**src/hw/rtl/tkd_pkg.sv**
```systemverilog
// Shared types and constants for the terminal key escape decoder.
package tkd_pkg;

	localparam int unsigned KIND_W = 2;
	localparam int unsigned CODE_W = 21;

	localparam int unsigned DEF_MAX_PARAM_BYTES = 32;
	localparam int unsigned DEF_VALUE_WIDTH     = 21;

	localparam logic [KIND_W-1:0] KIND_RAW   = 2'd0;
	localparam logic [KIND_W-1:0] KIND_KEY   = 2'd1;
	localparam logic [KIND_W-1:0] KIND_PASTE = 2'd2;

	localparam logic [CODE_W-1:0] K_UP     = CODE_W'(0);
	localparam logic [CODE_W-1:0] K_DOWN   = CODE_W'(1);
	localparam logic [CODE_W-1:0] K_LEFT   = CODE_W'(2);
	localparam logic [CODE_W-1:0] K_RIGHT  = CODE_W'(3);
	localparam logic [CODE_W-1:0] K_HOME   = CODE_W'(4);
	localparam logic [CODE_W-1:0] K_END    = CODE_W'(5);
	localparam logic [CODE_W-1:0] K_PGUP   = CODE_W'(6);
	localparam logic [CODE_W-1:0] K_PGDN   = CODE_W'(7);
	localparam logic [CODE_W-1:0] K_DEL    = CODE_W'(8);
	localparam logic [CODE_W-1:0] K_ESC    = CODE_W'(9);
	localparam logic [CODE_W-1:0] K_STAB   = CODE_W'(10);
	localparam logic [CODE_W-1:0] K_SCH    = CODE_W'(11);
	localparam logic [CODE_W-1:0] K_SCL    = CODE_W'(12);
	localparam logic [CODE_W-1:0] K_SCX    = CODE_W'(13);
	localparam logic [CODE_W-1:0] K_PASTE  = CODE_W'(14);

	// ESC [ 2 0 1 ~ , element 0 is the oldest byte
	localparam logic [5:0][7:0] PASTE_END = {8'h7e, 8'h31, 8'h30, 8'h32, 8'h5b, 8'h1b};

	typedef enum logic [2:0] {
		PH_IDLE    = 3'd0,
		PH_ESC     = 3'd1,
		PH_BRACKET = 3'd2,
		PH_OH      = 3'd3,
		PH_OTHER   = 3'd4,
		PH_PARAMS  = 3'd5,
		PH_PASTE   = 3'd6
	} phase_t;

	typedef struct packed {
		logic [KIND_W-1:0] kind;
		logic [CODE_W-1:0] code;
		logic              last;
	} res_t;

endpackage

```
**src/hw/rtl/tkd_if.sv**
```systemverilog
// Valid/ready channel interfaces for decoder input events and key results.
interface tkd_in_if;
	logic       valid;
	logic       ready;
	logic       mode;
	logic [7:0] data_byte;

	modport source (output valid, output mode, output data_byte, input ready);
	modport sink   (input valid, input mode, input data_byte, output ready);
endinterface

interface tkd_out_if;
	logic                        valid;
	logic                        ready;
	logic [tkd_pkg::KIND_W-1:0]  kind;
	logic [tkd_pkg::CODE_W-1:0]  code;
	logic                        last;

	modport source (output valid, output kind, output code, output last, input ready);
	modport sink   (input valid, input kind, input code, input last, output ready);
endinterface

```
**src/hw/rtl/terminal_key_escape_decoder.sv**
```systemverilog
// Terminal key escape decoder: turns terminal bytes and wait timeouts into key results.
//
// in_ch carries one event per transfer: mode 0 with a received byte, or mode 1 when
// the caller's wait for the next byte expired. out_ch carries result items (kind,
// code, last); last marks the final result caused by one input event.
// Every input transfer is decoded in the cycle it is taken: parser state updates at
// that edge and its zero, one or two results enter a four-entry result queue, so the
// first result can be taken in the next cycle. One event is accepted per cycle;
// in_ch.ready drops while fewer than two queue entries are free, which only happens
// when the receiver on out_ch stalls.
// Sustained rate is one event per cycle, set by the queue draining one result a cycle.
// Reset (arst_n low) returns the parser to idle, clears the parameter and paste
// state and empties the result queue. While out_ch.ready is low, queued results hold
// and input is taken until the queue can no longer hold a worst-case two results.
module terminal_key_escape_decoder #(
	parameter int unsigned MAX_PARAM_BYTES = tkd_pkg::DEF_MAX_PARAM_BYTES,
	parameter int unsigned VALUE_WIDTH     = tkd_pkg::DEF_VALUE_WIDTH
) (
	input  logic          clk,
	input  logic          arst_n,
	tkd_in_if.sink        in_ch,
	tkd_out_if.source     out_ch
);

	localparam int unsigned VW    = VALUE_WIDTH;
	localparam int unsigned CW    = $clog2(MAX_PARAM_BYTES + 1);
	localparam int unsigned QD    = 4;
	localparam int unsigned QPW   = $clog2(QD);
	localparam int unsigned QCW   = $clog2(QD + 1);

	localparam logic [7:0] CH_ESC   = 8'h1b;
	localparam logic [7:0] CH_LBR   = 8'h5b;
	localparam logic [7:0] CH_O     = 8'h4f;
	localparam logic [7:0] CH_0     = 8'h30;
	localparam logic [7:0] CH_9     = 8'h39;
	localparam logic [7:0] CH_SEMI  = 8'h3b;
	localparam logic [7:0] CH_COLON = 8'h3a;
	localparam logic [7:0] CH_TILDE = 8'h7e;
	localparam logic [7:0] CH_U     = 8'h75;
	localparam logic [7:0] CH_Z     = 8'h5a;
	localparam logic [7:0] CH_H     = 8'h48;
	localparam logic [7:0] CH_F     = 8'h46;

	localparam logic [VW-1:0] VMAX = {VW{1'b1}};

	function automatic logic [tkd_pkg::CODE_W-1:0] letter_key(input logic [7:0] b);
		logic [tkd_pkg::CODE_W-1:0] k;
		case (b)
			8'h41:   k = tkd_pkg::K_UP;
			8'h42:   k = tkd_pkg::K_DOWN;
			8'h43:   k = tkd_pkg::K_RIGHT;
			8'h44:   k = tkd_pkg::K_LEFT;
			CH_H:    k = tkd_pkg::K_HOME;
			CH_F:    k = tkd_pkg::K_END;
			default: k = tkd_pkg::K_ESC;
		endcase
		return k;
	endfunction

	function automatic tkd_pkg::res_t key_res(input logic [tkd_pkg::CODE_W-1:0] k);
		tkd_pkg::res_t r;
		r.kind = tkd_pkg::KIND_KEY;
		r.code = k;
		r.last = 1'b1;
		return r;
	endfunction

	// ctrl and ctrl+shift folding of a (modifier, key) pair
	function automatic tkd_pkg::res_t fold_key(input logic [VW-1:0] md, input logic [VW-1:0] key);
		tkd_pkg::res_t r;
		logic [VW-1:0] lower;
		lower = key;
		if (key >= VW'(65) && key <= VW'(90))
			lower = key + VW'(32);
		r.last = 1'b1;
		r.kind = tkd_pkg::KIND_RAW;
		r.code = tkd_pkg::CODE_W'(key);
		if (md == VW'(6) && lower == VW'(104)) begin
			r.kind = tkd_pkg::KIND_KEY;
			r.code = tkd_pkg::K_SCH;
		end else if (md == VW'(6) && lower == VW'(108)) begin
			r.kind = tkd_pkg::KIND_KEY;
			r.code = tkd_pkg::K_SCL;
		end else if (md == VW'(6) && lower == VW'(120)) begin
			r.kind = tkd_pkg::KIND_KEY;
			r.code = tkd_pkg::K_SCX;
		end else if (md == VW'(5) && lower >= VW'(97) && lower <= VW'(122)) begin
			r.code = tkd_pkg::CODE_W'(lower - VW'(96));
		end
		return r;
	endfunction

	tkd_pkg::phase_t   phase_q, phase_d;
	logic [CW-1:0]     pcnt_q, pcnt_d;
	logic [2:0]        ptot_q, ptot_d;
	logic [2:0][VW-1:0] pval_q, pval_d;
	logic [5:0][7:0]   win_q, win_d;
	logic [2:0]        fill_q, fill_d;

	tkd_pkg::res_t     res0, res1;
	logic [1:0]        push_n;

	tkd_pkg::res_t     queue_q [QD];
	logic [QPW-1:0]    wptr_q, rptr_q;
	logic [QCW-1:0]    cnt_q;

	logic              acc, pop;
	logic [7:0]        b;
	logic [VW+3:0]     prod;
	logic [VW-1:0]     cur;
	logic [VW-1:0]     v0;
	logic              is_digit;
	logic [1:0]        tok_sel;

	assign acc = in_ch.valid & in_ch.ready;
	assign pop = out_ch.valid & out_ch.ready;
	assign b   = in_ch.data_byte;
	assign v0  = pval_q[0];
	assign is_digit = b inside {[CH_0:CH_9]};
	assign tok_sel  = 2'(ptot_q - 3'd1);

	always_comb begin
		case (ptot_q)
			3'd1:    cur = pval_q[0];
			3'd2:    cur = pval_q[1];
			3'd3:    cur = pval_q[2];
			default: cur = '0;
		endcase
		prod = ({4'b0, cur} << 3) + ({4'b0, cur} << 1) + (VW+4)'(b - CH_0);
	end

	always_comb begin
		phase_d = phase_q;
		pcnt_d  = pcnt_q;
		ptot_d  = ptot_q;
		pval_d  = pval_q;
		win_d   = win_q;
		fill_d  = fill_q;
		push_n  = 2'd0;
		res0    = '0;
		res1    = '0;
		if (acc) begin
			if (in_ch.mode) begin
				if (phase_q inside {tkd_pkg::PH_ESC, tkd_pkg::PH_BRACKET, tkd_pkg::PH_OH,
						tkd_pkg::PH_OTHER, tkd_pkg::PH_PARAMS}) begin
					phase_d = tkd_pkg::PH_IDLE;
					pcnt_d  = '0;
					ptot_d  = '0;
					pval_d  = '0;
					push_n  = 2'd1;
					res0    = key_res(tkd_pkg::K_ESC);
				end
			end else begin
				case (phase_q)
					tkd_pkg::PH_ESC: begin
						if (b == CH_LBR)
							phase_d = tkd_pkg::PH_BRACKET;
						else if (b == CH_O)
							phase_d = tkd_pkg::PH_OH;
						else
							phase_d = tkd_pkg::PH_OTHER;
					end
					tkd_pkg::PH_BRACKET: begin
						if (is_digit) begin
							pcnt_d    = '0;
							ptot_d    = 3'd1;
							pval_d    = '0;
							pval_d[0] = VW'(b - CH_0);
							phase_d   = tkd_pkg::PH_PARAMS;
						end else begin
							phase_d = tkd_pkg::PH_IDLE;
							push_n  = 2'd1;
							res0    = key_res((b == CH_Z) ? tkd_pkg::K_STAB : letter_key(b));
						end
					end
					tkd_pkg::PH_OH: begin
						phase_d = tkd_pkg::PH_IDLE;
						push_n  = 2'd1;
						res0    = key_res((b == CH_H) ? tkd_pkg::K_HOME :
						                  (b == CH_F) ? tkd_pkg::K_END : tkd_pkg::K_ESC);
					end
					tkd_pkg::PH_OTHER: begin
						phase_d = tkd_pkg::PH_IDLE;
						push_n  = 2'd1;
						res0    = key_res(tkd_pkg::K_ESC);
					end
					tkd_pkg::PH_PARAMS: begin
						if (is_digit || b == CH_SEMI || b == CH_COLON) begin
							if (!is_digit) begin
								if (ptot_q != 3'd7)
									ptot_d = ptot_q + 3'd1;
							end else if (ptot_q >= 3'd1 && ptot_q <= 3'd3) begin
								pval_d[tok_sel] = (prod[VW+3:VW] != 4'd0) ? VMAX
								                                          : prod[VW-1:0];
							end
							pcnt_d = pcnt_q + CW'(1);
							if (pcnt_d >= CW'(MAX_PARAM_BYTES)) begin
								phase_d = tkd_pkg::PH_IDLE;
								pcnt_d  = '0;
								ptot_d  = '0;
								pval_d  = '0;
								push_n  = 2'd1;
								res0    = key_res(tkd_pkg::K_ESC);
							end
						end else begin
							phase_d = tkd_pkg::PH_IDLE;
							pcnt_d  = '0;
							ptot_d  = '0;
							pval_d  = '0;
							push_n  = 2'd1;
							if (b == CH_TILDE) begin
								if (v0 == VW'(200)) begin
									phase_d = tkd_pkg::PH_PASTE;
									fill_d  = '0;
									win_d   = '0;
									push_n  = 2'd0;
								end else if (v0 == VW'(201)) begin
									res0 = key_res(tkd_pkg::K_ESC);
								end else if (ptot_q == 3'd3 && v0 == VW'(27)) begin
									res0 = fold_key(pval_q[1], pval_q[2]);
								end else if (v0 == VW'(1) || v0 == VW'(7)) begin
									res0 = key_res(tkd_pkg::K_HOME);
								end else if (v0 == VW'(3)) begin
									res0 = key_res(tkd_pkg::K_DEL);
								end else if (v0 == VW'(4) || v0 == VW'(8)) begin
									res0 = key_res(tkd_pkg::K_END);
								end else if (v0 == VW'(5)) begin
									res0 = key_res(tkd_pkg::K_PGUP);
								end else if (v0 == VW'(6)) begin
									res0 = key_res(tkd_pkg::K_PGDN);
								end else begin
									res0 = key_res(tkd_pkg::K_ESC);
								end
							end else if (b == CH_U) begin
								res0 = fold_key((ptot_q >= 3'd2) ? pval_q[1] : VW'(1), v0);
							end else if (b == CH_Z) begin
								res0 = key_res(tkd_pkg::K_STAB);
							end else begin
								res0 = key_res(letter_key(b));
							end
						end
					end
					tkd_pkg::PH_PASTE: begin
						if (fill_q >= 3'd6) begin
							push_n    = 2'd1;
							res0.kind = tkd_pkg::KIND_PASTE;
							res0.code = tkd_pkg::CODE_W'(win_q[0]);
							res0.last = 1'b1;
							win_d     = {b, win_q[5:1]};
							fill_d    = 3'd6;
						end else begin
							win_d[fill_q] = b;
							fill_d        = fill_q + 3'd1;
						end
						if (fill_d == 3'd6 && win_d == tkd_pkg::PASTE_END) begin
							phase_d = tkd_pkg::PH_IDLE;
							fill_d  = '0;
							win_d   = '0;
							if (push_n == 2'd1) begin
								res0.last = 1'b0;
								res1      = key_res(tkd_pkg::K_PASTE);
								push_n    = 2'd2;
							end else begin
								res0   = key_res(tkd_pkg::K_PASTE);
								push_n = 2'd1;
							end
						end
					end
					default: begin
						if (b == CH_ESC) begin
							phase_d = tkd_pkg::PH_ESC;
						end else begin
							phase_d   = tkd_pkg::PH_IDLE;
							push_n    = 2'd1;
							res0.kind = tkd_pkg::KIND_RAW;
							res0.code = tkd_pkg::CODE_W'(b);
							res0.last = 1'b1;
						end
					end
				endcase
			end
		end
	end

	always_ff @(posedge clk or negedge arst_n) begin
		if (!arst_n) begin
			phase_q <= tkd_pkg::PH_IDLE;
			pcnt_q  <= '0;
			ptot_q  <= '0;
			pval_q  <= '0;
			win_q   <= '0;
			fill_q  <= '0;
		end else begin
			phase_q <= phase_d;
			pcnt_q  <= pcnt_d;
			ptot_q  <= ptot_d;
			pval_q  <= pval_d;
			win_q   <= win_d;
			fill_q  <= fill_d;
		end
	end

	// result queue
	assign in_ch.ready = (cnt_q <= QCW'(QD - 2));

	always_ff @(posedge clk) begin
		if (push_n != 2'd0)
			queue_q[wptr_q] <= res0;
		if (push_n == 2'd2)
			queue_q[wptr_q + QPW'(1)] <= res1;
	end

	always_ff @(posedge clk or negedge arst_n) begin
		if (!arst_n) begin
			wptr_q <= '0;
			rptr_q <= '0;
			cnt_q  <= '0;
		end else begin
			wptr_q <= wptr_q + QPW'(push_n);
			if (pop)
				rptr_q <= rptr_q + QPW'(1);
			cnt_q <= cnt_q + QCW'(push_n) - QCW'(pop);
		end
	end

	assign out_ch.valid = (cnt_q != '0);
	assign out_ch.kind  = queue_q[rptr_q].kind;
	assign out_ch.code  = queue_q[rptr_q].code;
	assign out_ch.last  = queue_q[rptr_q].last;

endmodule

```
**src/flat_wrapper.sv**
```systemverilog
// flat-port wrapper written by rule: the top's interface ports become plain ports
module terminal_key_escape_decoder_flat 
#(
	parameter int unsigned MAX_PARAM_BYTES = tkd_pkg::DEF_MAX_PARAM_BYTES,
	parameter int unsigned VALUE_WIDTH     = tkd_pkg::DEF_VALUE_WIDTH
)
  (clk, arst_n, in_ch_valid, in_ch_mode, in_ch_data_byte, in_ch_ready, out_ch_valid, out_ch_kind, out_ch_code, out_ch_last, out_ch_ready);
  tkd_in_if in_ch_i ();
  tkd_out_if out_ch_i ();
  input  logic clk;
  input  logic arst_n;
  input wire logic [$bits(in_ch_i.valid)-1:0] in_ch_valid;
  input wire logic [$bits(in_ch_i.mode)-1:0] in_ch_mode;
  input wire logic [$bits(in_ch_i.data_byte)-1:0] in_ch_data_byte;
  output wire logic [$bits(in_ch_i.ready)-1:0] in_ch_ready;
  output wire logic [$bits(out_ch_i.valid)-1:0] out_ch_valid;
  output wire logic [$bits(out_ch_i.kind)-1:0] out_ch_kind;
  output wire logic [$bits(out_ch_i.code)-1:0] out_ch_code;
  output wire logic [$bits(out_ch_i.last)-1:0] out_ch_last;
  input wire logic [$bits(out_ch_i.ready)-1:0] out_ch_ready;
  assign in_ch_i.valid = in_ch_valid;
  assign in_ch_i.mode = in_ch_mode;
  assign in_ch_i.data_byte = in_ch_data_byte;
  assign in_ch_ready = in_ch_i.ready;
  assign out_ch_valid = out_ch_i.valid;
  assign out_ch_kind = out_ch_i.kind;
  assign out_ch_code = out_ch_i.code;
  assign out_ch_last = out_ch_i.last;
  assign out_ch_i.ready = out_ch_ready;
  terminal_key_escape_decoder #(.MAX_PARAM_BYTES(MAX_PARAM_BYTES), .VALUE_WIDTH(VALUE_WIDTH)) u_core (.clk(clk), .arst_n(arst_n), .in_ch(in_ch_i), .out_ch(out_ch_i));
endmodule
```
**config.mk**
```make
export PLATFORM = sky130hd
export DESIGN_NAME = terminal_key_escape_decoder_flat
export DESIGN_NICKNAME = d
export VERILOG_FILES = /design/src/hw/rtl/tkd_pkg.sv /design/src/hw/rtl/tkd_if.sv /design/src/hw/rtl/terminal_key_escape_decoder.sv /design/src/flat_wrapper.sv
export SDC_FILE = /design/constraint.sdc
export NUM_CORES = 1
export LEC_CHECK = 0
export ABC_AREA = 1
export BUFFER_PORTS_ARGS = -buffer_cell sky130_fd_sc_hd__buf_2
export CAP_MARGIN = 10
export CORE_UTILIZATION = 40
export CTS_CLUSTER_DIAMETER = 60
export DETAILED_ROUTE_END_ITERATION = 12
export MAX_ROUTING_LAYER = met4
export SYNTH_ARGS = -nofsm -noshare
export SYNTH_HDL_FRONTEND = slang
export SYNTH_SLANG_ARGS = --single-unit
```
**constraint.sdc**
```tcl
create_clock -name clk -period 5.4 [get_ports clk]
set_input_delay 0.27 -clock clk [delete_from_list [all_inputs] [get_ports clk]]
set_output_delay 0.27 -clock clk [all_outputs]
set_load 0.01 [all_outputs]
```
# Word level (Yosys, flattened, before mapping)
# Memories as Yosys holds them, arrays and structs flattened.
# Cells that the tools add are included.
# op_classes
add_sub_neg,17
n_lt_le_gt_ge,20
n_eq_ne,59
n_mux,138
n_bitwise,3
n_reduce_logical,34
# op_table
cell,count
21-bit two-way mux,24
63-bit two-way mux,7
24-bit two-way mux,18
48-bit two-way mux,8
23-bit two-way mux,9
"21-bit by 3-bit == test with 1-bit output, second input constant",8
24-bit case mux with 6 select lines,1
"21-bit by 7-bit == test with 1-bit output, second input constant",6
63-bit case mux with 2 select lines,1
48-bit case mux with 2 select lines,1
"8-bit by 7-bit == test with 1-bit output, second input constant",11
"21-bit by 7-bit greater-or-equal comparator with 1-bit output, second input constant",4
"21-bit by 7-bit less-or-equal comparator with 1-bit output, second input constant",4
3-bit two-way mux,24
63-bit bitwise mux,1
21-bit case mux with 3 select lines,1
48-bit bitwise mux,1
"48-bit by 47-bit == test with 1-bit output, second input constant",1
"21-bit by 6-bit adder with 21-bit output, second input constant",2
21-bit demux with 2-bit select,1
"21-bit by 8-bit == test with 1-bit output, second input constant",2
"21-bit by 7-bit subtractor with 21-bit output, second input constant",2
6-bit two-way mux,5
24-bit by 22-bit adder with 25-bit output,1
other kinds (60),128
# word_totals
regBits,133
mem_bits_rw,96
inputBits,13
output_inout_bits,26
word_cells,288
n_memories,1
# memory_table
name,words,width,read_ports,rd_ports_with_merged_regs,write_ports,line,text
u_core.queue_q,4,24,1,0,2,terminal_key_escape_decoder.sv:103,tkd_pkg::res_t queue_q [QD];

# Logic depth before layout (Yosys ltp)
# Gate-level depths: netlist of run 1.
# logic_depth
word_depth,26
ltp_mapped,31

# Worst setup path after synthesis of run 1
# Ideal clock, no wire load.
# synth_timing
path_kind,register to register
startpoint,register u_core.ptot_q[0]
endpoint,register u_core.pval_q (netlist bit u_core.v0[17])
setup_time_ns,0.132
arrival_ns,4.196
slack_ns,1.073
stages_incl_launch_ff,24
synth_period_minus_slack_ns,4.327
path_cell_list,dfrtp_1 -> ha_1 -> ha_1 -> clkinv_1 -> buf_1 -> o22ai_1 -> a21oi_1 -> fa_1 -> inv_1 -> ha_1 -> a21oi_1 -> o21ai_0 -> a221oi_1 -> nand3_1 -> nand3_1 -> nand2_1 -> xor2_1 -> nor2_1 -> buf_1 -> nand3_1 -> nand2_1 -> nand2_1 -> nand2_1 -> o21ai_0
# synth_via
elab_chain_len,13
# synth_lines
element,line,text
from (decl),terminal_key_escape_decoder.sv:95,"logic [2:0] ptot_q, ptot_d;"
from (signal assigned),terminal_key_escape_decoder.sv:296,ptot_q <= ptot_d;
3-bit by 2-bit == test with 1-bit output / 3-bit by 1-bit == test with 1-bit output (equally long branches),terminal_key_escape_decoder.sv:123,case (ptot_q)
21-bit case mux with 3 select lines,terminal_key_escape_decoder.sv:123,
24-bit by 22-bit adder with 25-bit output,terminal_key_escape_decoder.sv:129,"prod = ({4'b0, cur} << 3) + ({4'b0, cur} << 1) + (VW+4)'(b - CH_0);"
25-bit adder,terminal_key_escape_decoder.sv:129,
4-bit nonzero test,terminal_key_escape_decoder.sv:193,pval_d[tok_sel] = (prod[VW+3:VW] != 4'd0) ? VMAX
21-bit two-way mux,terminal_key_escape_decoder.sv:193,
63-bit bitwise mux,terminal_key_escape_decoder.sv:193,
63-bit two-way mux,terminal_key_escape_decoder.sv:192,end else if (ptot_q >= 3'd1 && ptot_q <= 3'd3) begin
63-bit two-way mux,terminal_key_escape_decoder.sv:189,if (!is_digit) begin
63-bit two-way mux,terminal_key_escape_decoder.sv:197,if (pcnt_d >= CW'(MAX_PARAM_BYTES)) begin
63-bit two-way mux,terminal_key_escape_decoder.sv:188,if (is_digit || b == CH_SEMI || b == CH_COLON) begin
63-bit case mux with 2 select lines,terminal_key_escape_decoder.sv:154,case (phase_q)
63-bit two-way mux,terminal_key_escape_decoder.sv:143,if (in_ch.mode) begin
to (signal assigned),terminal_key_escape_decoder.sv:297,pval_q <= pval_d;
to (decl),terminal_key_escape_decoder.sv:96,"logic [2:0][VW-1:0] pval_q, pval_d;"
# Several ways; a longest one is shown, not always the timed one. The select of a mux whose other input is x is not followed.
# A chain may end at the register's enable or synchronous reset.

# Worst setup path after layout of run 1
# layout_timing
startpoint,register u_core.ptot_q[0]
endpoint,register u_core.pval_q (netlist bit u_core.v0[20])
# Same word-level chain as after synthesis.

==> results of run 1 <==
## registers in the layout, indices dropped and copies added, names as in the netlist, 3 cells and up
signal and cells:
u_core.v0 21, u_core.fill_q 3, u_core.pcnt_q 6, u_core.ptot_q 3, u_core.phase_q 3, u_core.pval_q 42, u_core.queue_q 96, u_core.win_q 48
u_core.cnt_q 3
## cells by family after synthesis
kind of cell,Yosys count
AO/OA/AOI/OAI,494
flip-flops,229
adder cells (fa/ha/maj),71
XOR/XNOR,21
buffers and inverters,410
AND/OR/NAND/NOR,1017
## cell usage after synthesis (11+ instances only)
cell type | instances | share of area (%)
a21oi_1 | 84 | 2.6
buf_2 | 29 | 0.91
buf_6 | 13 | 0.92
clkbuf_1 | 43 | 1.0
dfrtp_1 | 133 | 21
dfxtp_1 | 76 | 9.5
edfxtp_1 | 20 | 3.8
fa_1 | 21 | 2.6
ha_1 | 50 | 3.9
inv_1 | 281 | 6.6
inv_2 | 26 | 0.61
nand2_1 | 407 | 9.6
nand2_2 | 29 | 1.1
nand3_1 | 269 | 8.4
nand4_1 | 32 | 1.3
nor2_1 | 183 | 4.3
nor2_2 | 11 | 0.43
nor3_1 | 18 | 0.56
nor4_1 | 15 | 0.59
o211ai_1 | 31 | 1.5
o21ai_0 | 179 | 5.6
o21ai_1 | 37 | 1.2
o22ai_1 | 108 | 4.2
or2_2 | 14 | 0.55
xor2_1 | 16 | 0.88
## cells in the final DEF (no fill, tap or decap), drive strengths merged, types with 9 or more instances in the layout
| master | count |
|---|---|
| a21oi | 86 |
| nor2 | 198 |
| dfxtp | 76 |
| nor3 | 24 |
| o22ai | 108 |
| o221ai | 9 |
| ha | 50 |
| or2 | 14 |
| xor2 | 17 |
| nor4 | 16 |
| nand4 | 34 |
| clkbuf | 29 |
| fa | 21 |
| nand3 | 278 |
| o21ai | 222 |
| clkinv | 15 |
| buf | 63 |
| edfxtp | 20 |
| o211ai | 31 |
| dfrtp | 133 |
| inv | 309 |
| nand2 | 443 |
## repair_timing
action	in CTS	in global routing
endpoints found under the setup margin	0	3
gates resized for setup	0	2
hold endpoints to repair	72	0
buffers inserted	0	0
hold buffers	1	0
## metrics by stage
step                      util, %  cell area (sq um)  power [W]  cells  hold WS [ns]
after floorplan                 -              16000    0.00629   2242       -0.0256
after global placement       42.3              16500    0.00779   2726         0.336
after detailed placement     42.3              16500    0.00783   2726         0.336
after CTS                    44.8              17500    0.00978   2776         0.146
after global routing         44.8              17500     0.0106   2776         0.178
final                        44.8              17500    0.00982   2776         0.156
## routing by layer
layer / vias to the layer above / wire [um] / GRT usage [%]
met4: 0 / 1140 / 6.76
met1: 7429 / 24100 / 36.8
met2: 557 / 23300 / 39.9
met5: - / 0 / -
li1: 7551 / - / -
met3: 81 / 3400 / 2.95
## worst max-delay path: cells and delay by family (launching register included)
family | cells | cell delay (ns)
AOI/OAI and AO/OA | 9 | 1.85
adders and majority gates | 4 | 1.40
and+or+nand+nor | 6 | 0.63
DFF | 1 | 0.43
buffers and inverters | 3 | 0.31
xor gates and xnor gates | 1 | 0.23
## worst paths after layout
path / start / endpoint / slack [ns] / depth (start not counted)
max in group asynchronous: arst_n / u_core.win_q[6] / 3.78 / 3
worst max-delay path: u_core.ptot_q[0] / u_core.v0[20] / 0.40 / 23
min in group asynchronous: arst_n / u_core.v0[14] / 0.29 / 2
worst max register to register: u_core.ptot_q[0] / u_core.v0[20] / 0.40 / 23
worst min-delay path: out_ch_ready / u_core.rptr_q[0] / 0.16 / 3
worst min register to register: u_core.queue_q[2][23] / u_core.queue_q[2][23] / 0.47 / 2
## final cells by class
type	count	area share, %
clock buffer	29	4.03
clock inverter	20	1.33
inverter	313	6.73
multi-input combinational	1603	50.7
sequential	229	31.2
tap	518	3.71
timing repair buffer	64	2.26
## power by group
part           internal (W)  switching [W]
clock               0.00114       0.000792
combinational       0.00168        0.00360
sequential          0.00221       0.000402
total               0.00503        0.00479
==> key figures, run 1 <==
Power and ir drop
  • Peak VDD IR: 0.224 mV
  • Lkg Pwr: 8.39 nW
  • PwrDens: 562 nW/um^2

Timing
  • Final hold violation count: 0
  • Relative slew slack: 21.8%
  • Max Clock Skew: 0.0178 ns
  • Slew @ Worst Pin: 1.17 ns
  • Setup ws final: 0.403 ns
  • Unrepaired setup endpoints after global routing: false
  • Setup_tns: 0 ns
  • Final period utilization: 92.5%
  • Fin crit period: 5.00 ns
  • Final setup vio count: 0
  • Fmax: 200 MHz
  • Slew Viols, Final: 0

Setup path
  • Crit. End Element: flop
  • WS Path Type: flop to flop
  • Crit-path max FO: 18
  • Worst path slowest cell: fa_1
  • Crit path cell chain: ha_1 > ha_1 > clkinv_1 > buf_4 > o22ai_1 > a21oi_1 > fa_1 > inv_1 > ha_1 > nand3_1 > nand2_1 > a21oi_1 > o21ai_0 > a21oi_1 > o21ai_1 > a21oi_1 > o21ai_0 > xor2_1 > nand3_1 > nand2_1 > nand2_1 > nand2_1 > o21ai_0
  • CP max stage delay: 0.57 ns
  • Arr. time, crit path: 5.42 ns
  • Setup crit start kind: flop
  • Required time worst endpoint: 5.82 ns

Yosys
  • Seq cells post-synth: 229
  • Synth Instances: 2,242
  • Yosys cell types: 61
  • Synth Area in Adders: 6.54%
  • Post-synth EDFFs: 20
  • Ys Warns: 0
  • XOR/XNOR Fraction of Synth Area: 1.20%
  • Mux share of post-synthesis cell area: 0%
  • Compound-gate portion of the synthesized area: 18.0%
  • Main combinational cell family by area after synthesis: simple AND/OR/NAND/NOR gates
  • Ys flop type: dfrtp_1
  • Post-synth ARST share: 58.1%
  • Post-Syn Area: 16,000 sq um
  • Register area share after synthesis: 34.1%
  • Mapped Nets: 2,326
  • Avg Cell Area, Syn: 7.13 sq um
  • Post-Synth Simple-Gate Area: 29.5%

Routing
  • Initial drt markers: 1,343
  • Via Count: 15,600
  • WL per Instance: 18.7 um
  • Residual DRC: 0
  • Total wire length: 51,900 um
  • Via-to-Cell Ratio: 5.63
  • DR pass1 iterations: 5
  • Antenna Nets Post-Route: 0

Job
  • Max_cap viols: 0

Clock network
  • Clock-pin slew of the registers on the worst-case setup and hold paths: 0.06 ns
  • Clock H-tree levels: 1
  • CTS tree: yes
  • Clock Tree Buf Depth: 3
  • # clock sinks: 229
  • CTS buffer count: 27
  • Root buf cell: clkbuf_16
  • Worst skew pair latency: 0.56 ns

Global routing
  • Largest net degree at the start of global routing: 74
  • Vias in the first global route: 14,800
  • First-pass GRT wire length: 83,400 um
  • Gr usage total: 26.2%
  • Initial antenna violation count: 0
  • Overflow after GRT: 0

Die
  • Row count: 72
  • Die Ht: 202 um
  • Initial Util: 41.0%
  • Die Wd: 202 um
  • I/O Pins: 39
  • Core area: 39,000 sq um
  • DIE AREA: 40,800 sq um

Layout
  • Share of layout cells above drive strength 1: 10.4%
  • Register area: 5450 sq um
  • Antenna diodes: 0
  • Fill count: 3,951
  • Layout area overhead: 9.19%
  • Footprint of the multi-input gates: 8860 sq um
  • NumNets Final: 2,322

Status
  • Status: finished, final reports clean

Min path
  • Hold WC Path Type: input port to flop

Placed design
  • Post-place setup slack: 0.467 ns
  • Placer Congestion: 0.961
  • Number of buffers added on ports: 38
  • Hpwl dp: 38,600 um
Power figures use the tool's default switching activity.
==> run 2, diff against run 1 <==
- CORE_UTILIZATION: 40 -> 30
==> key figures, run 2 (synthesis results as in run 1) <==
Layout
  • Fill count: 5,693 (was 3,951)
  • Commonest cells after routing, fill and taps aside: nand2_1, inv_1, nand3_1 (unchanged)
  • Share of layout cells above drive strength 1: 10.4% (about the same)
  • Final Cell Area: 17,700 sq um (was 17,500 sq um)
  • Most common cell after layout, fill and taps aside: nand2_1 (unchanged)
  • Largest regs: u_core.queue_q x96, u_core.win_q x48, u_core.pval_q x42 (unchanged)
  • Max FFs per register: 96 (unchanged)
  • NumNets Final: 2,324 (was 2,322)
  • Antenna diodes: 0 (unchanged)
  • Layout area overhead: 10.4% (was 9.19%)
  • Most flops, register: u_core.queue_q (unchanged)

Global routing
  • Gr usage total: 20.0% (was 26.2%)
  • Overflow after GRT: 0 (unchanged)
  • Vias in the first global route: 14,700 (was 14,800)
  • First-pass GRT wire length: 83,500 um (was 83,400 um)
  • Initial antenna violation count: 0 (unchanged)
  • Largest net degree at the start of global routing: 75 (was 74)

Min path
  • Hold WC Path Type: input port to flop (unchanged)
  • Hold Crit Start: out_ch_ready (unchanged)
  • Worst Hold Depth: 3 (unchanged)
  • Worst Hold End: u_core.rptr_q[0] (unchanged)

Clock network
  • Worst skew pair latency: 0.56 ns (about the same)
  • CTS tree: yes (unchanged)
  • Post-CTS Setup Inserts: 0 (unchanged)
  • Root buf cell: clkbuf_16 (unchanged)
  • # clock sinks: 229 (unchanged)
  • CTS buffer count: 29 (was 27)
  • Clock Tree Buf Depth: 3 (unchanged)
  • Clock H-tree levels: 1 (unchanged)
  • Clock-pin slew of the registers on the worst-case setup and hold paths: 0.06 ns (about the same)

Routing
  • Via Count: 15,700 (was 15,600)
  • Total wire length: 53,200 um (was 51,900 um)
  • DR pass1 iterations: 6 (was 5)
  • Initial drt markers: 1,957 (was 1,343)
  • WL per Instance: 18.1 um (was 18.7 um)
  • Antenna Nets Post-Route: 0 (unchanged)
  • Via-to-Cell Ratio: 5.32 (was 5.63)
  • Residual DRC: 0 (unchanged)

Setup path
  • Worst path slowest cell: fa_1 (unchanged)
  • Required time worst endpoint: 5.81 ns (was 5.82 ns)
  • RR Endpoint: u_core.v0[20] (unchanged)
  • WP buf/inv: 6 (was 3)
  • Reg2reg setup slack: 0.43 ns (was 0.40 ns)
  • Setup crit start kind: flop (unchanged)
  • CP Launch Point: u_core.ptot_q[1] (was u_core.ptot_q[0])
  • Path depth of the worst reg2reg path: 25 (was 23)
  • CP max stage delay: 0.49 ns (was 0.57 ns)
  • Arr. time, crit path: 5.38 ns (was 5.42 ns)
  • WS Path Type: flop to flop (unchanged)
  • Crit-path max FO: 14 (was 18)
  • RR Startpoint: u_core.ptot_q[1] (was u_core.ptot_q[0])
  • Crit. End Element: flop (unchanged)
  • CP top delay family: compound AO/OA/AOI/OAI gates (unchanged)

Die
  • Row count: 84 (was 72)
  • I/O Pins: 39 (unchanged)
  • Initial Util: 30.4% (was 41.0%)
  • Core area: 52,700 sq um (was 39,000 sq um)
  • Die Ht: 233 um (was 202 um)
  • DIE AREA: 54,200 sq um (was 40,800 sq um)
  • Die Wd: 233 um (was 202 um)

Timing
  • Fmax: 201 MHz (was 200 MHz)
  • Slew Viols, Final: 0 (unchanged)
  • Slew @ Worst Pin: 1.19 ns (was 1.17 ns)
  • Final period utilization: 92.1% (was 92.5%)
  • Setup_tns: 0 ns (unchanged)
  • Unrepaired setup endpoints after global routing: false (unchanged)
  • Max Clock Skew: 0.0260 ns (was 0.0178 ns)
  • Relative slew slack: 20.4% (was 21.8%)
  • Fin crit period: 4.97 ns (was 5.00 ns)
  • Final hold violation count: 0 (unchanged)
  • Final setup vio count: 0 (unchanged)

Power and ir drop
  • Sw Ratio: 49.1% (was 48.8%)
  • Comb power frac: 54.5% (was 53.7%)
  • Clock power frac: 18.9% (was 19.7%)
  • Lkg Pwr: 8.39 nW (about the same)
  • Flop pwr share: 26.6% (about the same)
  • PwrDens: 553 nW/um^2 (was 562 nW/um^2)
  • P_sw: 0.00480 W (was 0.00479 W)
  • Peak VDD IR: 0.229 mV (was 0.224 mV)
  • Internal power component: 0.00498 W (was 0.00503 W)

Job
  • Max_cap viols: 0 (unchanged)

Status
  • Status: finished, final reports clean (unchanged)

Placed design
  • Cell area after placement: 16,700 sq um (was 16,500 sq um)
  • Placer Congestion: 0.959 (was 0.961)
  • Hpwl dp: 39,000 um (was 38,600 um)
  • Number of buffers added on ports: 38 (unchanged)
## run 2: changes by cell type in the layout (fill, tap and decap cells not counted), moves of 2 or more
cell and change:
clkbuf_8 +4, buf_4 -2, clkinvlp_4 -3, inv_8 +2, clkbuf_16 +2, clkbuf_1 +5
clkinv_1 -3, bufinv_16 -4
## run 2: routing by layer
| metal | wire, um | global-route usage [%] |
|---|---|---|
| met5 | 0 | - |
| met2 | 23900 | 31.2 |
| met3 | 3470 | 2.23 |
| met4 | 1000 | 4.53 |
| met1 | 24900 | 27.5 |
## run 2: how the worst max path moves through the flow
stage                          endpoint  cells after the start
after floorplan           u_core.v0[17]                     23
after global placement    u_core.v0[18]                     25
after detailed placement   u_core.v0[0]                     28
after CTS                 u_core.v0[11]                     30
after global routing      u_core.v0[20]                     25
final                     u_core.v0[20]                     25
## run 2: metrics by stage
step                worst slack (ns)  hold slack, ns  total power (W)  cells  utilization, %
detailed placement             0.430           0.357          0.00787   2896            31.8
global route                  0.0308           0.197           0.0105   2947            33.5
CTS                            0.378           0.149          0.00975   2947            33.5
global placement               0.565           0.351          0.00779   2896            31.8
finish                         0.429           0.175          0.00977   2947            33.5
floorplan                       1.07         -0.0256          0.00629   2242               -
## run 2: timing repair
action,CTS,global route
hold endpoints to repair,73,0
gates resized for setup,0,3
hold buffers,1,0
setup endpoints to repair,0,40
## run 2: area by class of cell
class / count / area, sq um / area share, %
Clock buffer: 40 / 827 / 4.68
Inverter: 313 / 1170 / 6.65
Multi-Input combinational cell: 1603 / 8860 / 50.2
Timing Repair Buffer: 64 / 410 / 2.32
Tap cell: 688 / 861 / 4.87
Clock inverter: 10 / 78.8 / 0.446
Sequential cell: 229 / 5450 / 30.9
## run 2: power groups by stage
stage	Combinational, W	Sequential [W]	Clock, W
after floorplan	0.00379	0.00250	0
after CTS	0.00527	0.00259	0.00189
after global placement	0.00519	0.00261	0
after detailed placement	0.00525	0.00262	0
final	0.00533	0.00260	0.00185
after global routing	0.00595	0.00265	0.00194
## run 2: tightest hold or removal path, stage by stage
cell and delay (ns):
buf_2 0.10, a21boi_0 0.17, xor2_1 0.14
